===== config.mk =====
export PLATFORM = sky130hd
export DESIGN_NAME = chunked_transfer_decoder
export DESIGN_NICKNAME = d
export VERILOG_FILES = /design/src/rtl/core/ctd_pkg.sv /design/src/rtl/core/ctd_cfg.sv /design/src/rtl/core/ctd_core.sv /design/src/rtl/core/chunked_transfer_decoder.sv
export SDC_FILE = /design/constraint.sdc
export NUM_CORES = 1
export LEC_CHECK = 0
export CAP_MARGIN = 5
export CORE_UTILIZATION = 40
export CTS_CLUSTER_DIAMETER = 200
export DETAILED_ROUTE_END_ITERATION = 10
export DONT_BUFFER_PORTS = 1
export GPL_ROUTABILITY_DRIVEN = 1
export PLACE_DENSITY = 0.59
export SLEW_MARGIN = 20
export SYNTH_ARGS = -nofsm -noshare
export SYNTH_HDL_FRONTEND = slang
export SYNTH_HIERARCHICAL = 1
export SYNTH_SLANG_ARGS = --single-unit

===== constraint.sdc =====
create_clock -name clk -period 9.4 [get_ports clk]
set_input_delay 0.94 -clock clk [delete_from_list [all_inputs] [get_ports clk]]
set_output_delay 0.94 -clock clk [all_outputs]
set_load 0.02 [all_outputs]

===== src/rtl/core/ctd_pkg.sv =====
// Package for the chunked transfer decoder: codes, widths, result struct
// and the hex digit decoder. Used by every module of the block.
// No dependencies.
package ctd_pkg;

	localparam int SIZE_BITS_DEF = 31;
	localparam int CFG_W         = 31;
	localparam int HEX_BITS      = 4;
	localparam int BYTE_W        = 8;
	localparam int KIND_W        = 2;
	localparam int APB_DW        = 32;
	localparam int APB_AW        = 2;

	localparam logic [CFG_W-1:0] CFG_MAX_RESET = 31'h7FFF_FFFF;

	localparam logic [BYTE_W-1:0] CH_CR = 8'h0D;
	localparam logic [BYTE_W-1:0] CH_LF = 8'h0A;

	typedef enum logic [2:0] {
		PH_SIZE,
		PH_LF,
		PH_DATA,
		PH_DONE,
		PH_ERROR
	} phase_t;

	typedef enum logic [KIND_W-1:0] {
		KIND_DATA,
		KIND_DONE,
		KIND_ERROR
	} kind_t;

	typedef struct packed {
		logic              valid;
		logic [BYTE_W-1:0] data;
		kind_t             kind;
	} result_t;

	typedef struct packed {
		logic                valid;
		logic [HEX_BITS-1:0] value;
	} hex_t;

	function automatic hex_t hex_decode(input logic [BYTE_W-1:0] c);
		hex_t h;
		h.valid = 1'b0;
		h.value = '0;
		if (c >= 8'h30 && c <= 8'h39) begin
			h.valid = 1'b1;
			h.value = HEX_BITS'(c - 8'h30);
		end else if (c >= 8'h61 && c <= 8'h66) begin
			h.valid = 1'b1;
			h.value = HEX_BITS'(c - 8'h57);
		end else if (c >= 8'h41 && c <= 8'h46) begin
			h.valid = 1'b1;
			h.value = HEX_BITS'(c - 8'h37);
		end
		return h;
	endfunction

endpackage


===== src/rtl/core/ctd_cfg.sv =====
// Configuration register file for the chunked transfer decoder.
// Holds the chunk size limit and its value clipped to the size width.
// Depends on ctd_pkg.
module ctd_cfg #(
	parameter int SIZE_BITS = ctd_pkg::SIZE_BITS_DEF
) (
	input  logic                       clk,
	input  logic                       arst_n,
	input  logic                       psel,
	input  logic                       penable,
	input  logic                       pwrite,
	input  logic [ctd_pkg::APB_DW-1:0] pwdata,
	output logic [ctd_pkg::APB_DW-1:0] prdata,
	output logic [SIZE_BITS-1:0]       limit
);
	import ctd_pkg::*;

	localparam logic [CFG_W-1:0] CAP = CFG_W'((64'd1 << SIZE_BITS) - 64'd1);
	localparam logic [CFG_W-1:0] LIMIT_RESET = (CFG_MAX_RESET > CAP) ? CAP : CFG_MAX_RESET;

	logic [CFG_W-1:0] max_q;
	logic [CFG_W-1:0] wval;
	logic [SIZE_BITS-1:0] limit_q;
	logic             wr;

	assign wr   = psel && penable && pwrite;
	assign wval = pwdata[CFG_W-1:0];

	always_ff @(posedge clk or negedge arst_n) begin
		if (!arst_n) begin
			max_q   <= CFG_MAX_RESET;
			limit_q <= LIMIT_RESET[SIZE_BITS-1:0];
		end else if (wr) begin
			max_q   <= wval;
			limit_q <= (wval > CAP) ? CAP[SIZE_BITS-1:0] : wval[SIZE_BITS-1:0];
		end
	end

	assign prdata = APB_DW'(max_q);
	assign limit  = limit_q;

endmodule


===== src/rtl/core/ctd_core.sv =====
// Decoder state machine of the chunked transfer decoder: size line parsing,
// chunk data counting and error handling, one byte per step.
// Depends on ctd_pkg.
module ctd_core #(
	parameter int SIZE_BITS = ctd_pkg::SIZE_BITS_DEF
) (
	input  logic                       clk,
	input  logic                       arst_n,
	input  logic                       step,
	input  logic [ctd_pkg::BYTE_W-1:0] in_byte,
	input  logic                       new_message,
	input  logic [SIZE_BITS-1:0]       limit,
	output ctd_pkg::result_t           res
);
	import ctd_pkg::*;

	localparam int WIDE_W = SIZE_BITS + HEX_BITS;

	phase_t               phase_q, phase_n, ph;
	logic [SIZE_BITS-1:0] acc_q, acc_n, acc;
	logic [SIZE_BITS-1:0] left_q, left_n, left, left_m1;
	logic                 saw_q, saw_n, saw;
	logic                 ext_q, ext_n, ext;
	logic [WIDE_W-1:0]    acc_wide;
	hex_t                 hx;

	always_ff @(posedge clk or negedge arst_n) begin
		if (!arst_n) begin
			phase_q <= PH_SIZE;
			acc_q   <= '0;
			left_q  <= '0;
			saw_q   <= 1'b0;
			ext_q   <= 1'b0;
		end else if (step) begin
			phase_q <= phase_n;
			acc_q   <= acc_n;
			left_q  <= left_n;
			saw_q   <= saw_n;
			ext_q   <= ext_n;
		end
	end

	always_comb begin
		ph       = new_message ? PH_SIZE : phase_q;
		acc      = new_message ? '0 : acc_q;
		left     = new_message ? '0 : left_q;
		saw      = new_message ? 1'b0 : saw_q;
		ext      = new_message ? 1'b0 : ext_q;
		hx       = hex_decode(in_byte);
		acc_wide = {acc, {HEX_BITS{1'b0}}} + WIDE_W'(hx.value);
		left_m1  = (left != '0) ? left - SIZE_BITS'(1) : '0;

		phase_n   = ph;
		acc_n     = acc;
		left_n    = left;
		saw_n     = saw;
		ext_n     = ext;
		res.valid = 1'b0;
		res.data  = '0;
		res.kind  = KIND_DATA;

		unique case (ph)
			PH_SIZE: begin
				if (in_byte == CH_CR) begin
					phase_n = PH_LF;
				end else if (ext) begin
					phase_n = PH_SIZE;
				end else if (hx.valid) begin
					if (acc_wide > WIDE_W'(limit)) begin
						phase_n   = PH_ERROR;
						res.valid = 1'b1;
						res.kind  = KIND_ERROR;
					end else begin
						acc_n = acc_wide[SIZE_BITS-1:0];
						saw_n = 1'b1;
					end
				end else if (!saw) begin
					phase_n   = PH_ERROR;
					res.valid = 1'b1;
					res.kind  = KIND_ERROR;
				end else begin
					ext_n = 1'b1;
				end
			end
			PH_LF: begin
				if (in_byte != CH_LF) begin
					phase_n   = PH_ERROR;
					res.valid = 1'b1;
					res.kind  = KIND_ERROR;
				end else if (!saw) begin
					phase_n = PH_SIZE;
				end else if (acc == '0) begin
					phase_n   = PH_DONE;
					res.valid = 1'b1;
					res.kind  = KIND_DONE;
				end else begin
					left_n  = acc;
					acc_n   = '0;
					saw_n   = 1'b0;
					ext_n   = 1'b0;
					phase_n = PH_DATA;
				end
			end
			PH_DATA: begin
				left_n = left_m1;
				if (left_m1 == '0) begin
					phase_n = PH_SIZE;
				end
				res.valid = 1'b1;
				res.data  = in_byte;
				res.kind  = KIND_DATA;
			end
			default: begin
				phase_n = ph;
			end
		endcase
	end

endmodule


===== src/rtl/core/chunked_transfer_decoder.sv =====
// Top level of the chunked transfer decoder: stream ports, input stage,
// result register and configuration port.
// Depends on ctd_pkg, ctd_cfg and ctd_core.
//
// The slave stream carries one body byte per transaction, with a flag in
// s_tuser that clears the decoder before that byte is handled. The master
// stream returns at most one result per input byte: a payload byte, a
// message-complete marker or a format error, with the kind in m_tuser.
// Size line bytes, CR LF pairs and bytes after completion or an error give
// no result.
// Each byte is registered in the input stage and then decoded into the result
// register, which shows its result. One byte per cycle is sustained while
// the receiver does not stall; the rate is set by the single decode stage.
// When the receiver stalls, the held result stays and at most one more byte
// is taken into the input stage; s_tready then drops until m_tready returns.
// Reset clears the decoder to reading a size line and sets the chunk size
// limit to its largest value. The limit is written through the APB port;
// the user writes it only while the stream is idle; no logic enforces this.
module chunked_transfer_decoder #(
	parameter int SIZE_BITS = ctd_pkg::SIZE_BITS_DEF
) (
	input  logic                       clk,
	input  logic                       arst_n,
	input  logic                       s_tvalid,
	output logic                       s_tready,
	input  logic [7:0]                 s_tdata,  // in_byte
	input  logic [0:0]                 s_tuser,  // new_message
	output logic                       m_tvalid,
	input  logic                       m_tready,
	output logic [7:0]                 m_tdata,  // out_byte
	output logic [1:0]                 m_tuser,  // kind
	input  logic                       psel,
	input  logic                       penable,
	input  logic                       pwrite,
	input  logic [ctd_pkg::APB_AW-1:0] paddr,
	input  logic [ctd_pkg::APB_DW-1:0] pwdata,
	output logic [ctd_pkg::APB_DW-1:0] prdata,
	output logic                       pready
);
	import ctd_pkg::*;

	logic                 valid_s1;
	logic [BYTE_W-1:0]    byte_s1;
	logic                 nm_s1;
	logic                 out_valid_q;
	logic [BYTE_W-1:0]    out_data_q;
	logic [KIND_W-1:0]    out_kind_q;
	logic                 advance;
	logic [SIZE_BITS-1:0] limit;
	result_t              res;

	// All registers sit at one word, so every address selects it.
	assign pready = (paddr == paddr) ? 1'b1 : 1'b0;

	ctd_cfg #(.SIZE_BITS(SIZE_BITS)) u_cfg (
		.clk     (clk),
		.arst_n  (arst_n),
		.psel    (psel),
		.penable (penable),
		.pwrite  (pwrite),
		.pwdata  (pwdata),
		.prdata  (prdata),
		.limit   (limit)
	);

	assign advance  = valid_s1 && (!out_valid_q || m_tready);
	assign s_tready = !valid_s1 || advance;

	always_ff @(posedge clk or negedge arst_n) begin
		if (!arst_n) begin
			valid_s1 <= 1'b0;
		end else if (s_tready) begin
			valid_s1 <= s_tvalid;
		end
	end

	always_ff @(posedge clk) begin
		if (s_tvalid && s_tready) begin
			byte_s1 <= s_tdata;
			nm_s1   <= s_tuser[0];
		end
	end

	ctd_core #(.SIZE_BITS(SIZE_BITS)) u_core (
		.clk         (clk),
		.arst_n      (arst_n),
		.step        (advance),
		.in_byte     (byte_s1),
		.new_message (nm_s1),
		.limit       (limit),
		.res         (res)
	);

	always_ff @(posedge clk or negedge arst_n) begin
		if (!arst_n) begin
			out_valid_q <= 1'b0;
		end else if (advance) begin
			out_valid_q <= res.valid;
		end else if (m_tready) begin
			out_valid_q <= 1'b0;
		end
	end

	always_ff @(posedge clk) begin
		if (advance) begin
			out_data_q <= res.data;
			out_kind_q <= res.kind;
		end
	end

	assign m_tvalid = out_valid_q;
	assign m_tdata  = out_data_q;
	assign m_tuser  = out_kind_q;

endmodule


==> After elaboration in Yosys (flattened, before gate mapping) <==
Cells that the tools add are included.
{ "op_classes": {"add_sub_neg": 5, "magnitude_cmp": 8, "n_eq_ne": 4, "muxes": 66, "reduce_logical": 16} }
{ "op_table": {"columns": ["operator", "count"], "rows": [
  ["31-bit 2-to-1 mux", 14],
  ["31-bit one-hot mux with 2 select lines", 2],
  ["31-bit zero test", 2],
  ["35-bit by 4-bit adder with 35-bit output", 1],
  ["35-bit by 31-bit > comparator with 1-bit output", 1],
  ["31-bit > comparator, second input constant", 1],
  ["31-bit nonzero test", 1],
  ["31-bit by 1-bit subtractor with 31-bit output, second input constant", 1],
  ["3-bit 2-to-1 mux", 9],
  ["1-bit 2-to-1 mux", 26],
  ["8-bit by 7-bit greater-or-equal comparator with 1-bit output, second input constant", 2],
  ["8-bit by 7-bit less-or-equal comparator with 1-bit output, second input constant", 2],
  ["5-bit 2-to-1 mux", 3],
  ["2-bit 2-to-1 mux", 7],
  ["3-bit one-hot mux with 3 select lines", 1],
  ["8-bit by 4-bit equality test with 1-bit output, second input constant", 1],
  ["8-bit by 6-bit greater-or-equal comparator with 1-bit output, second input constant", 1],
  ["8-bit by 6-bit less-or-equal comparator with 1-bit output, second input constant", 1],
  ["8-bit by 4-bit inequality test with 1-bit output, second input constant", 1],
  ["4-bit by 3-bit subtractor with 4-bit output, second input constant", 2],
  ["1-bit logical AND", 7],
  ["1-bit one-hot mux with 2 select lines", 2],
  ["2-bit one-hot mux with 2 select lines", 1],
  ["4-bit by 1-bit subtractor with 4-bit output, second input constant", 1],
  ["other kinds (7)", 9]
]} }
{ "totals": {"reg_bits": 150, "in_bits": 50, "word_cells": 112} }

==> Depth between registers and ports, before layout <==
Gate-level depths: netlist (run 1).
{ "depth": {"depth_word": 13, "depth_mapped": 17, "ltp_nobuf": 17} }

==> Cells and area by module <==
The synthesis (run 1) kept the hierarchy.
{ "modules_own_cells": {"columns": ["module", "n_inst", "cells_each", "area_per_inst_um2"], "rows": [
  ["ctd_core", 1, 631, 5255.0],
  ["ctd_cfg", 1, 133, 2457.4],
  ["chunked_transfer_decoder", 1, 30, 686.9]
]} }

==> Worst setup path before layout (run 1) <==
OpenSTA, ideal clock, no wires.
{ "synth_timing": {"kind": "register to register", "start": "register nm_s1", "end": "register u_core.acc_q[18]", "t_arrival_ns": 3.314, "required_ns": 9.279, "path_slack_ns": 5.965, "path_stages_with_launch": 17, "n_path_buf": 6, "period_less_slack_ns": 3.435, "cell_sequence": "edfxtp_1 > clkbuf_1 > clkbuf_1 > clkbuf_1 > clkbuf_1 > nor2b_1 > ha_1 > a21oi_1 > o21ai_0 > a21oi_1 > o211ai_1 > o21ai_0 > o21ai_0 > a21o_1 > clkbuf_1 > buf_2 > a22o_1"} }
{ "synth_between": {"elab_chain_cells": 8, "word_cells_on_any_way": 17, "cone_classes": "1 x add/sub; 1 x order compare; 1 x eq/ne; 12 x mux; 2 x reduce/logical"} }
{ "synth_rtl": {"columns": ["element", "line", "rtl"], "rows": [
  ["start: declaration", "chunked_transfer_decoder.sv:44", "logic nm_s1;"],
  ["start signal: assignment", "chunked_transfer_decoder.sv:80", "nm_s1 <= s_tuser[0];"],
  ["31-bit 2-to-1 mux", "ctd_core.sv:45", "acc = new_message ? '0 : acc_q;"],
  ["35-bit by 4-bit adder with 35-bit output", "ctd_core.sv:50", "acc_wide = {acc, {HEX_BITS{1'b0}}} + WIDE_W'(hx.value);"],
  ["35-bit by 31-bit > comparator with 1-bit output", "ctd_core.sv:69", "if (acc_wide > WIDE_W'(limit)) begin"],
  ["31-bit 2-to-1 mux", "ctd_core.sv:69", null],
  ["31-bit 2-to-1 mux", "ctd_core.sv:68", "end else if (hx.valid) begin"],
  ["31-bit 2-to-1 mux", "ctd_core.sv:66", "end else if (ext) begin"],
  ["31-bit 2-to-1 mux", "ctd_core.sv:64", "if (in_byte == CH_CR) begin"],
  ["31-bit one-hot mux with 2 select lines *", "ctd_core.sv:62", "unique case (ph)"],
  ["end signal: assignment", "ctd_core.sv:36", "acc_q <= acc_n;"],
  ["end: declaration", "ctd_core.sv:20", "logic [SIZE_BITS-1:0] acc_q, acc_n, acc;"]
]} }
Every way passes the cells marked *; elsewhere a longest branch is shown, timed or not.
A chain may end at the register's enable or synchronous reset.

==> Worst setup path in the final report (run 1) <==
{ "layout_timing": {"start": "register nm_s1", "end": "register u_core.left_q[8]"} }
{ "layout_between": {"elab_chain_cells": 6, "word_cells_on_any_way": 14, "cone_classes": "1 x add/sub; 2 x eq/ne; 9 x mux; 2 x reduce/logical"} }
{ "layout_rtl": {"columns": ["element", "line", "rtl"], "rows": [
  ["parallel branches: the longest is 5 deep, another holds 31-bit by 1-bit subtractor with 31-bit output", null, null],
  ["31-bit one-hot mux with 2 select lines *", "ctd_core.sv:62", null],
  ["end signal: assignment", "ctd_core.sv:37", "left_q <= left_n;"],
  ["end: declaration", "ctd_core.sv:21", "logic [SIZE_BITS-1:0] left_q, left_n, left, left_m1;"]
]} }
Every way passes the cells marked *.

==> summary.md, run 1 <==
| Metric | Value |
|---|---|
| FF+latch area | 0.00393 mm2 |
| GRT Total Usage | between 10% and 20% |
| NetSw | 0.000967 W |
| PortBufs | 0 |
| Antenna-violating nets left | 0 |
| Nets | between 800 and 900 |
| Part of the cycle the worst path needs | a little under half |
| Fmax | about 230 MHz |
| Worst voltage drop across the vdd grid | roughly 0.00016 V |
| Synth Flop Type | sky130_fd_sc_hd__dfrtp_1 |
| Largest delay contributor family on the critical path | simple AND/OR/NAND/NOR gates |
| P per Cell Area | 276 mW/mm2 |
| Internal power | 0.00155 W |
| Max incr delay on CP | just under 700 ps |
| IO Count | 95 |
| Routing usage on met1 | a little over a quarter |
| Setup repair after global routing missed its margin | false |
| Net count after synthesis | 880 |
| Mapped cell area | about 0.0084 mm2 |
| Final TNS setup | 0 ps |
| Most used routing layer | met2 |
| Overall power of the completed layout | between 0.002 and 0.003 W |
| Count of final hold-check violations | 0 |
| Die height | 147 um |
| Overflow left after global routing | 0 |
| Setup repair bufs after CTS | 0 |
| Commonest non-fill, non-tap cells in the layout | sky130_fd_sc_hd__dfrtp_1 (69), sky130_fd_sc_hd__dfstp_2 (62), sky130_fd_sc_hd__nand2_1 (61) |
| Type of destination of the critical path | flip-flop |
| Clock insertion delay at the later pin of the skew report | 430 ps |
| Number of buffer and inverter instances along the worst setup path | 3 |
| Effective utilization at floorplan | 41.1% |
| Syn avg cell area | between 10 and 15 um2 |
| Share of cells above drive strength 1 | 21.9% |
| Synthesized instance count | about 790 |
| Total of cells resized after clock tree synthesis | 0 |
| Half-perimeter wire length of the detailed placement result | roughly 14,000 um |
| Cell with the biggest individual delay on the critical path | sky130_fd_sc_hd__ha_1 |
| Minimum period implied by the final worst setup slack | between 4000 and 5000 ps |
| Chain of cells forming the critical path | buf_4, inv_1, buf_4, nand2_1, ha_1, o21ai_1, nor3_1, nor2_1, nand2_1, nor2_1, a21oi_1, o21ai_0 |
| Std-Cell Rows | 52 |
| Longest Clk Path Bufs | 2 |
| Worst Max-Slew Pin Slew | approximately 1000 ps |
| CTS Hold Bufs | 0 |
| CTS tree | built |
| Met2 Use GR | a little under a third |
| Number of clock sinks | 150 |
| Clock slew at reported path FFs | ~60 ps |
| Setup skew after layout | between 10 and 15 ps |
| Initial antenna violation count | 0 |
| Post-detailed-route wirelength per cell | approximately 19 um |
| Diode insertion count for antenna repair | 0 |
| Weighted congestion at the end of routability-driven global placement | approximately 0.89 |
| Layout Area Growth over Synthesis | 8.43% |
| Max Cap Violations | 0 |
| Status | complete, no violations |
| Post-detailed-routing wire length | 20,200 um |
| Most common library cell in the layout ignoring fill and taps | sky130_fd_sc_hd__dfrtp_1 |
| TritonCTS Buffers | 17 |
| Fin area | roughly 0.0091 mm2 |
| Iteration-0 DRC count of the detailed router | approximately 500 |
| Die X-Extent | between 100 and 150 um |
| Seq cells post-synth | 150 |
| Startpoint kind of the worst setup timing path | flip-flop |
| Iteration count of the initial detailed-routing pass | 6 |
| Endpoint required time on the critical path | 9710 ps |
| Proportion of total power due to net switching | between 30% and 40% |
| Vias in the first global route | about 6,000 |
| Endpoint arrival time on the critical path | between 4000 and 5000 ps |
| Combinational share of power | 33.8% |
| Area of the die | between 0.02 and 0.025 mm2 |
| CORE AREA | between 0.02 and 0.025 mm2 |
| Number of vias in the routed layout | roughly 6,100 |
| EDFF count, synth | 19 |
| Count of final max-slew check failures | 0 |
| Final worst slack | roughly 5100 ps |
| Leakage power total | about 4.0 nW |
| Detailed-route vias per instance | 5.80 |
| Synth area leader | sky130_fd_sc_hd__dfrtp_1 |
| Count of unresolved DRC violations after routing | 0 |
| Type of the worst setup path | reg2reg |
| Tightest Hold Check Type | in2async |
| Largest net degree at the start of global routing | between 100 and 150 |
| Sequential cell fraction of total power | between 40% and 50% |
| Wire length of the first global-routing pass | ~32,000 um |
| Netlist cell types | between 70 and 80 |
| Placed cell area | approximately 0.0086 mm2 |
| Normalized max-slew margin | 30.0% |
| Minimum setup slack after placement | 5230 ps |
| Clock root cell | sky130_fd_sc_hd__clkbuf_16 |
| Final-report setup violation count | 0 |
| Yosys top cell area share | 20.6% |
| Sequential area share after synthesis | between 40% and 50% |
| Post-synthesis async set-or-reset flop share | 87.3% |
| Part of the total power dissipated in the clock network | between 20% and 30% |
| Count of filler cells inserted in the layout | about 2,000 |
| Count of warnings emitted by yosys | 6 |
| Met3 capacity usage during global routing | ~3.4% |
| Number of levels the H-tree was split into | 4 |
| Area used by multi-input combinational logic | just over 0.004 mm2 |
| Largest cells by area after synthesis | sky130_fd_sc_hd__dfrtp_1 (21%), sky130_fd_sc_hd__dfstp_2 (19%), sky130_fd_sc_hd__mux2_2 (7.6%) |
| Critical path peak fanout | between 60 and 70 |
[per-layer routing]
| layer | up-vias | share of wire [%] | wire, um |
|---|---|---|---|
| met3 | 32 | 4.5 | 919 |
| met2 | 172 | 47 | 9520 |
| met5 | - | 0 | 0 |
| met1 | 3046 | 46 | 9380 |
| li1 | 2896 | - | - |
| met4 | 0 | 2.0 | 408 |
[kinds of logic after synthesis]
| logic type | after synthesis | synth area share, % |
|---|---|---|
| DFF | 150 | 46.7 |
| and+or+nand+nor | 267 | 17.3 |
| adders and majority gates | 36 | 5.36 |
| buffers and inverters | 76 | 4.33 |
| AOI/OAI and AO/OA | 180 | 15.4 |
| xor gates and xnor gates | 15 | 1.56 |
| muxes | 68 | 9.25 |
| other | 2 | 0.0894 |
[power by group through the flow]
| stage | Clock (W) | Sequential [W] | Combinational [W] |
|---|---|---|---|
| 2_1_floorplan | 0 | 0.000962 | 0.000703 |
| 3_5_place_dp | 0 | 0.00103 | 0.000833 |
| 4_1_cts | 0.000664 | 0.00101 | 0.000839 |
| 6_report | 0.000648 | 0.00102 | 0.000848 |
| 5_1_grt | 0.000687 | 0.00104 | 0.000940 |
| 3_3_place_gp | 0 | 0.00102 | 0.000824 |
[cells in the mapped netlist (all sizes together) (10+ instances only)]
| cell type | count |
|---|---|
| a221o | 11 |
| nor2b | 30 |
| o21ai | 41 |
| nor2 | 55 |
| inv | 36 |
| buf | 11 |
| mux2 | 62 |
| dfstp | 62 |
| nand3 | 18 |
| clkbuf | 29 |
| nand4 | 12 |
| nand2 | 61 |
| dfrtp | 69 |
| nor3 | 20 |
| a22o | 40 |
| nor4 | 21 |
| ha | 36 |
| a21oi | 32 |
| xor2 | 10 |
| edfxtp | 19 |
[per-stage QoR]
step | hold WS [ps] | utilization, % | std cells
2_1_floorplan | 486 | - | 794
3_3_place_gp | 506 | 41.9 | 1028
3_5_place_dp | 508 | 41.9 | 1028
4_1_cts | 199 | 44.6 | 1060
5_1_grt | 199 | 44.6 | 1060
6_report | 219 | 44.6 | 1060
[flip-flops by register name, summed over array words and instances (netlist names)]
signal and cells:
u_core/phase_q 3, u_core/saw_q 1, u_cfg/max_q 31, u_core/acc_q 31, m_tdata 8, m_tuser 2, m_tvalid 1, byte_s1 8
u_core/left_q 31, u_cfg/limit 31, u_core/ext_q 1, nm_s1 1, valid_s1 1
[path summary, 6_finish.rpt]
path / startpoint / endpoint / slack [ps] / cells past startpoint
hold / removal: arst_n / u_core/acc_q[13] / 220 / 0
setup reg to reg: nm_s1 / u_core/left_q[8] / 5120 / 12
hold reg to reg: u_core/acc_q[21] / u_core/acc_q[21] / 530 / 1
min in group clk: u_core/acc_q[21] / u_core/acc_q[21] / 530 / 1
max in group asynchronous: arst_n / u_cfg/max_q[1] / 8900 / 0
setup / recovery: nm_s1 / u_core/left_q[8] / 5120 / 12
[final cells by class]
cell class	instances	area share [%]
multi-input combinational	568	45.3
sequential	150	43.1
clock buffer	24	5.41
tap	270	3.71
inverter	36	1.48
clock inverter	8	0.659
timing repair buffer	4	0.330
(Power assumes the default switching activity.)
==> run 2: changes to the inputs <==
Settings changed: PLACE_DENSITY 0.59 to 0.61.
Clock period 9.4 ns to 3.62 ns, I/O delays scaled along.
==> run 2 against run 1 <==
Effect of this change: count of clock-buffer cells in the layout is 2 lower; final cell count is 3.6% higher; setup slack worse by 4800 ps; cell area up 4.5%; first-iteration DRC count grew 9.1%; global-route usage rose by 0.86 points; critical path type unchanged; largest power group unchanged.
==> summary.md, run 2 (same netlist as run 1, synthesis figures left out) <==
| Metric | Value |
|---|---|
| IO Count | between 90 and 100 |
| Count of filler cells inserted in the layout | between 1,500 and 2,000 |
| CTS tree | built |
| P per Cell Area | just over 700 mW/mm2 |
| Nets | 901 |
| Max Cap Violations | 0 |
| Die height | approximately 150 um |
| Count of unresolved DRC violations after routing | 0 |
| TritonCTS Buffers | 17 |
| Setup repair after global routing missed its margin | false |
| Number of vias in the routed layout | between 6,000 and 7,000 |
| Tightest Hold Check Type | in2reg |
| Initial antenna violation count | 0 |
| Internal power | between 0.004 and 0.005 W |
| Start point of the critical path | byte_s1[3] |
| Normalized max-slew margin | slightly above 40% |
| Cell with the biggest individual delay on the critical path | sky130_fd_sc_hd__or4b_4 |
| CORE AREA | a little over 0.02 mm2 |
| Number of levels the H-tree was split into | 4 |
| Overflow left after global routing | 0 |
| Startpoint kind of the worst setup timing path | flip-flop |
| Endpoint arrival time on the critical path | approximately 3700 ps |
| Final-report setup violation count | 0 |
| Type of the worst setup path | reg2reg |
| Detailed-route vias per instance | between 5 and 6 |
| Final TNS setup | 0 ps |
| Longest Clk Path Bufs | 2 |
| Std-Cell Rows | 52 |
| Fmax | about 300 MHz |
| Number of clock sinks | 150 |
| Proportion of total power due to net switching | around 38% |
| Iteration-0 DRC count of the detailed router | 541 |
| Critical path peak fanout | 26 |
| Part of the total power dissipated in the clock network | 27.4% |
| Chain of cells forming the critical path | or4b_4, or3_1, nor2_1, o21ai_0, nand2_1, ha_1, o21ai_1, a21oi_1, o21ai_1, and4bb_2, buf_4, o21ai_0, a21o_1, buf_12, a22o_1 |
| Commonest non-fill, non-tap cells in the layout | sky130_fd_sc_hd__dfrtp_1 (69), sky130_fd_sc_hd__dfstp_2 (62), sky130_fd_sc_hd__nand2_1 (61) |
| Die X-Extent | ~150 um |
| Worst-case hold slack | roughly 25 ps |
| Share of cells above drive strength 1 | 26.1% |
| Combinational share of power | 34.4% |
| Number of buffer and inverter instances along the worst setup path | 2 |
| Post-detailed-routing wire length | approximately 21,000 um |
| Reg-to-reg startpoint | byte_s1[3] |
| Hold Crit Start | s_tdata[5] |
| Iteration count of the initial detailed-routing pass | 5 |
| Count of final hold-check violations | 0 |
| Clock slew at reported path FFs | approximately 60 ps |
| Vias in the first global route | about 6,300 |
| Largest delay contributor family on the critical path | simple AND/OR/NAND/NOR gates |
| Post-detailed-route wirelength per cell | between 15 and 20 um |
| Max incr delay on CP | around 560 ps |
| Diode insertion count for antenna repair | 0 |
| Antenna-violating nets left | 0 |
| Sequential cell fraction of total power | a little under two fifths |
| Type of destination of the critical path | flip-flop |
| Status | complete, no violations |
| Clock insertion delay at the later pin of the skew report | 430 ps |
| Count of final max-slew check failures | 0 |
| Largest net degree at the start of global routing | around 130 |
| PortBufs | 0 |
| Half-perimeter wire length of the detailed placement result | 14,700 um |
| Setup skew after layout | between 8 and 9 ps |
| Area of the die | 0.0216 mm2 |
| Layout Area Growth over Synthesis | 13.3% |
| NetSw | 0.00260 W |
| Worst Max-Slew Pin Slew | roughly 880 ps |
| Most common library cell in the layout ignoring fill and taps | sky130_fd_sc_hd__dfrtp_1 |
| Effective utilization at floorplan | roughly two fifths |
| Wire length of the first global-routing pass | roughly 34,000 um |
| Part of the cycle the worst path needs | about 92% |
| Minimum period implied by the final worst setup slack | between 3000 and 4000 ps |
| Clock root cell | sky130_fd_sc_hd__clkbuf_16 |
| Endpoint required time on the critical path | 3930 ps |
| Leakage power total | between 4 and 5 nW |
| GRT Total Usage | between 20% and 30% |
| Weighted congestion at the end of routability-driven global placement | 0.894 |
| Worst voltage drop across the vdd grid | between 0.0003 and 0.0004 V |
run 2: worst paths after layout:
kind / endpoint / slack, ps / cells past startpoint
min: byte_s1[5] / 20 / 0
min reg2reg: u_core/acc_q[21] / 540 / 1
max: u_core/acc_q[14] / 270 / 15
min in group asynchronous: u_core/acc_q[7] / 580 / 2
max reg2reg: u_core/acc_q[14] / 270 / 15
max in group asynchronous: u_core/acc_q[2] / 2560 / 2
run 2: timing repair:
action | 4_1_cts | 5_1_grt
hold endpoints to repair | 131 | 0
setup endpoints to repair | 0 | 33
hold buffers | 2 | 0
gates resized for setup | 0 | 8
buffers inserted | 0 | 1
run 2: layer usage:
layer	track usage (%)	share of wire (%)	routed length, um	vias up
li1	-	-	-	2963
met1	27.6	45	9310	3169
met2	31.6	48	9890	214
met3	3.79	5.1	1060	25
met4	7.78	2.0	403	0
met5	0	0	0	-
run 2: final cells by class:
class	instances	area, um2	share of cell area, %
multi-input cells	568	4130	43.3
well taps	270	338	3.55
clock buffers	22	495	5.21
flip-flops and latches	150	3930	41.2
inverters	36	135	1.42
repair buffers	42	367	3.85
clock inverters	10	133	1.39
run 2: power by group through the flow:
stage               sequential (W)  combinational [W]  clock, W
global route               0.00268            0.00261   0.00198
global placement           0.00264            0.00226         0
finish                     0.00263            0.00236   0.00188
floorplan                  0.00250            0.00182         0
CTS                        0.00262            0.00234   0.00192
detailed placement         0.00265            0.00229         0
run 2: through the flow:
step / worst slack (ps) / utilization [%] / std cells / instance area (um2) / total power, W
floorplan: 185 / - / 794 / 8400 / 0.00432
global placement: 186 / 43.2 / 1063 / 8830 / 0.00491
detailed placement: 128 / 43.2 / 1063 / 8830 / 0.00494
CTS: 79.2 / 46.5 / 1097 / 9490 / 0.00688
global route: 24.7 / 46.6 / 1098 / 9520 / 0.00728
finish: 274 / 46.6 / 1098 / 9520 / 0.00687
==> run 3: changes to the inputs <==
Settings changed: CTS_CLUSTER_SIZE set to 12, PLACE_DENSITY 0.61 to 0.59.
Clock period 3.62 ns to 3.3 ns, I/O delays scaled along.
==> run 3 against run 2 <==
Effect of this change: maximum frequency up 1.3%; die area unchanged; non-clock buffer count up 24; highest routed layer unchanged; the flow now finishes with violations (setup timing); flip-flop and latch count unchanged.
==> summary.md, run 3 (same netlist as run 1, synthesis figures left out) <==
| Metric | Value |
|---|---|
| Status | finished with violations |
| Violated checks | setup timing |
| Type of destination of the critical path | flip-flop |
| Commonest non-fill, non-tap cells in the layout | sky130_fd_sc_hd__dfrtp_1 (69), sky130_fd_sc_hd__dfstp_2 (62), sky130_fd_sc_hd__nand2_1 (60) |
| Max Cap Violations | 0 |
| Internal power | approximately 0.0045 W |
| IO Count | 95 |
| Clock slew at reported path FFs | 70 ps |
| CORE AREA | between 0.02 and 0.025 mm2 |
| Most common library cell in the layout ignoring fill and taps | sky130_fd_sc_hd__dfrtp_1 |
| Final-report setup violation count | 1 |
| Startpoint kind of the worst setup timing path | flip-flop |
| Initial antenna violation count | 0 |
| Longest Clk Path Bufs | 2 |
| Die height | 147 um |
| Part of the total power dissipated in the clock network | between 20% and 30% |
| Proportion of total power due to net switching | 39.3% |
| Number of levels the H-tree was split into | 4 |
| Iteration-0 DRC count of the detailed router | approximately 690 |
| Area of the die | 0.0216 mm2 |
| R2R setup slack | -3 ps |
| Fmax | just over 300 MHz |
| CTS tree | built |
| Largest net degree at the start of global routing | between 100 and 150 |
| Share of cells above drive strength 1 | between 20% and 30% |
| Count of final max-slew check failures | 0 |
| Combinational share of power | between 30% and 40% |
| Final core area utilization | about 48% |
| Half-perimeter wire length of the detailed placement result | approximately 15,000 um |
| Antenna-violating nets left | 0 |
| Part of the cycle the worst path needs | 100% |
| Layout Area Growth over Synthesis | 16.5% |
| Std-Cell Rows | 52 |
| Count of unresolved DRC violations after routing | 0 |
| Type of the worst setup path | reg2reg |
| Post-detailed-routing wire length | between 20,000 and 25,000 um |
| Largest delay contributor family on the critical path | simple AND/OR/NAND/NOR gates |
| Max incr delay on CP | about 560 ps |
| Clock root cell | sky130_fd_sc_hd__clkbuf_16 |
| PortBufs | 0 |
| Post-detailed-route wirelength per cell | 18.9 um |
| Overflow left after global routing | 0 |
| Diode insertion count for antenna repair | 0 |
| Count of final hold-check violations | 0 |
| Nets | 925 |
| FF+latch area | 0.00393 mm2 |
| Worst hold path endpoint | u_cfg/max_q[14] |
| Reg-to-reg startpoint | byte_s1[7] |
| Setup repair after global routing missed its margin | true |
| Setup skew after layout | between 10 and 15 ps |
| Worst voltage drop across the vdd grid | between 0.0004 and 0.0005 V |
| P per Cell Area | about 760 mW/mm2 |
| Normalized max-slew margin | between 40% and 50% |
| Iteration count of the initial detailed-routing pass | 5 |
| Vias in the first global route | 6,370 |
| Hold Crit Start | pwdata[14] |
| Weighted congestion at the end of routability-driven global placement | a little under 0.9 |
| Endpoint required time on the critical path | 3620 ps |
| TritonCTS Buffers | 17 |
| Critical path peak fanout | 26 |
| Number of buffer and inverter instances along the worst setup path | 3 |
| Final worst slack | -3.03 ps |
| Count of filler cells inserted in the layout | roughly 1,900 |
| Number of vias in the routed layout | approximately 6,400 |
| Sequential cell fraction of total power | roughly 39% |
| Cell with the biggest individual delay on the critical path | sky130_fd_sc_hd__or4b_4 |
| Overall power of the completed layout | 0.00743 W |
| Area used by multi-input combinational logic | 0.00421 mm2 |
| Endpoint arrival time on the critical path | roughly 3600 ps |
| Chain of cells forming the critical path | or4b_4, buf_4, nor3_4, a22o_1, ha_1, nor2b_1, o21ai_1, a21oi_1, o21ai_1, and4bb_2, buf_6, o21ai_0, a21o_1, buf_12, a22o_1 |
| Detailed-route vias per instance | between 5 and 6 |
| Worst Max-Slew Pin Slew | between 800 and 900 ps |
| Endpoint of the most critical register-to-register path | u_core/acc_q[13] |
| Number of cell instances on the worst register-to-register path | 15 |
| Die X-Extent | 147 um |
| Leakage power total | between 4 and 5 nW |
| Minimum period implied by the final worst setup slack | 3300 ps |
| WHS Path Cells | 1 |
| NetSw | slightly below 0.003 W |
| Wire length of the first global-routing pass | 34,100 um |
| Effective utilization at floorplan | 41.1% |
| Clock insertion delay at the later pin of the skew report | about 430 ps |
| Number of clock sinks | 150 |
| Tightest Hold Check Type | in2reg |
| GRT Total Usage | 20.2% |
## run 3: worst max-delay path by stage
stage                from               end  slack (ps)  cells past startpoint
6_report       byte_s1[7]  u_core/acc_q[13]          -3                     15
5_1_grt        byte_s1[1]          m_tvalid        -170                     17
3_3_place_gp   byte_s1[4]  u_core/acc_q[12]         -70                     13
3_5_place_dp   byte_s1[0]  u_core/acc_q[18]        -160                     14
2_1_floorplan  byte_s1[3]  u_core/acc_q[26]          20                     15
4_1_cts        byte_s1[4]          m_tvalid         0.5                     16
## run 3: metrics by stage
step	setup slack (ps)	cells	cell area [um2]	setup TNS [ps]	hold slack (ps)
after detailed placement	-164	1068	8890	-1220	44.0
after CTS	0.528	1113	9620	0	29.3
after global placement	-68.7	1068	8890	-439	44.0
after global routing	-168	1122	9780	-4090	28.6
after floorplan	21.9	794	8420	0	34.4
final	-3.03	1122	9780	-3.03	42.4
## run 3: layer usage
metal,part of all wire (%),vias to the layer above,routed length [um],GRT usage [%]
met4,1.5,0,325,6.86
met5,0,-,0,0
met1,45,3121,9560,27.6
met3,5.9,26,1250,3.26
met2,48,231,10100,32.4
li1,-,3019,-,-
## run 3: cell type report
type | instances | area share [%]
Sequential cell | 150 | 40.1
Inverter | 36 | 1.38
Timing Repair Buffer | 66 | 6.19
Clock inverter | 13 | 1.18
Multi-Input combinational cell | 568 | 43.0
Tap cell | 270 | 3.45
Clock buffer | 19 | 4.63
## run 3: power by group through the flow
stage / Clock, W / Sequential, W / Combinational (W)
floorplan: 0 / 0.00274 / 0.00201
global placement: 0 / 0.00290 / 0.00253
detailed placement: 0 / 0.00290 / 0.00255
CTS: 0.00190 / 0.00288 / 0.00262
global route: 0.00198 / 0.00293 / 0.00296
finish: 0.00187 / 0.00289 / 0.00268
## run 3: timing repair
| item | CTS | global route |
|---|---|---|
| setup buffers | 1 | 8 |
| hold buffers | 12 | 0 |
| gates resized for setup | 5 | 16 |
| hold endpoints to repair | 141 | 0 |
| setup endpoints to repair | 27 | 41 |
| pin swaps | 4 | 14 |
| cloned | 0 | 1 |
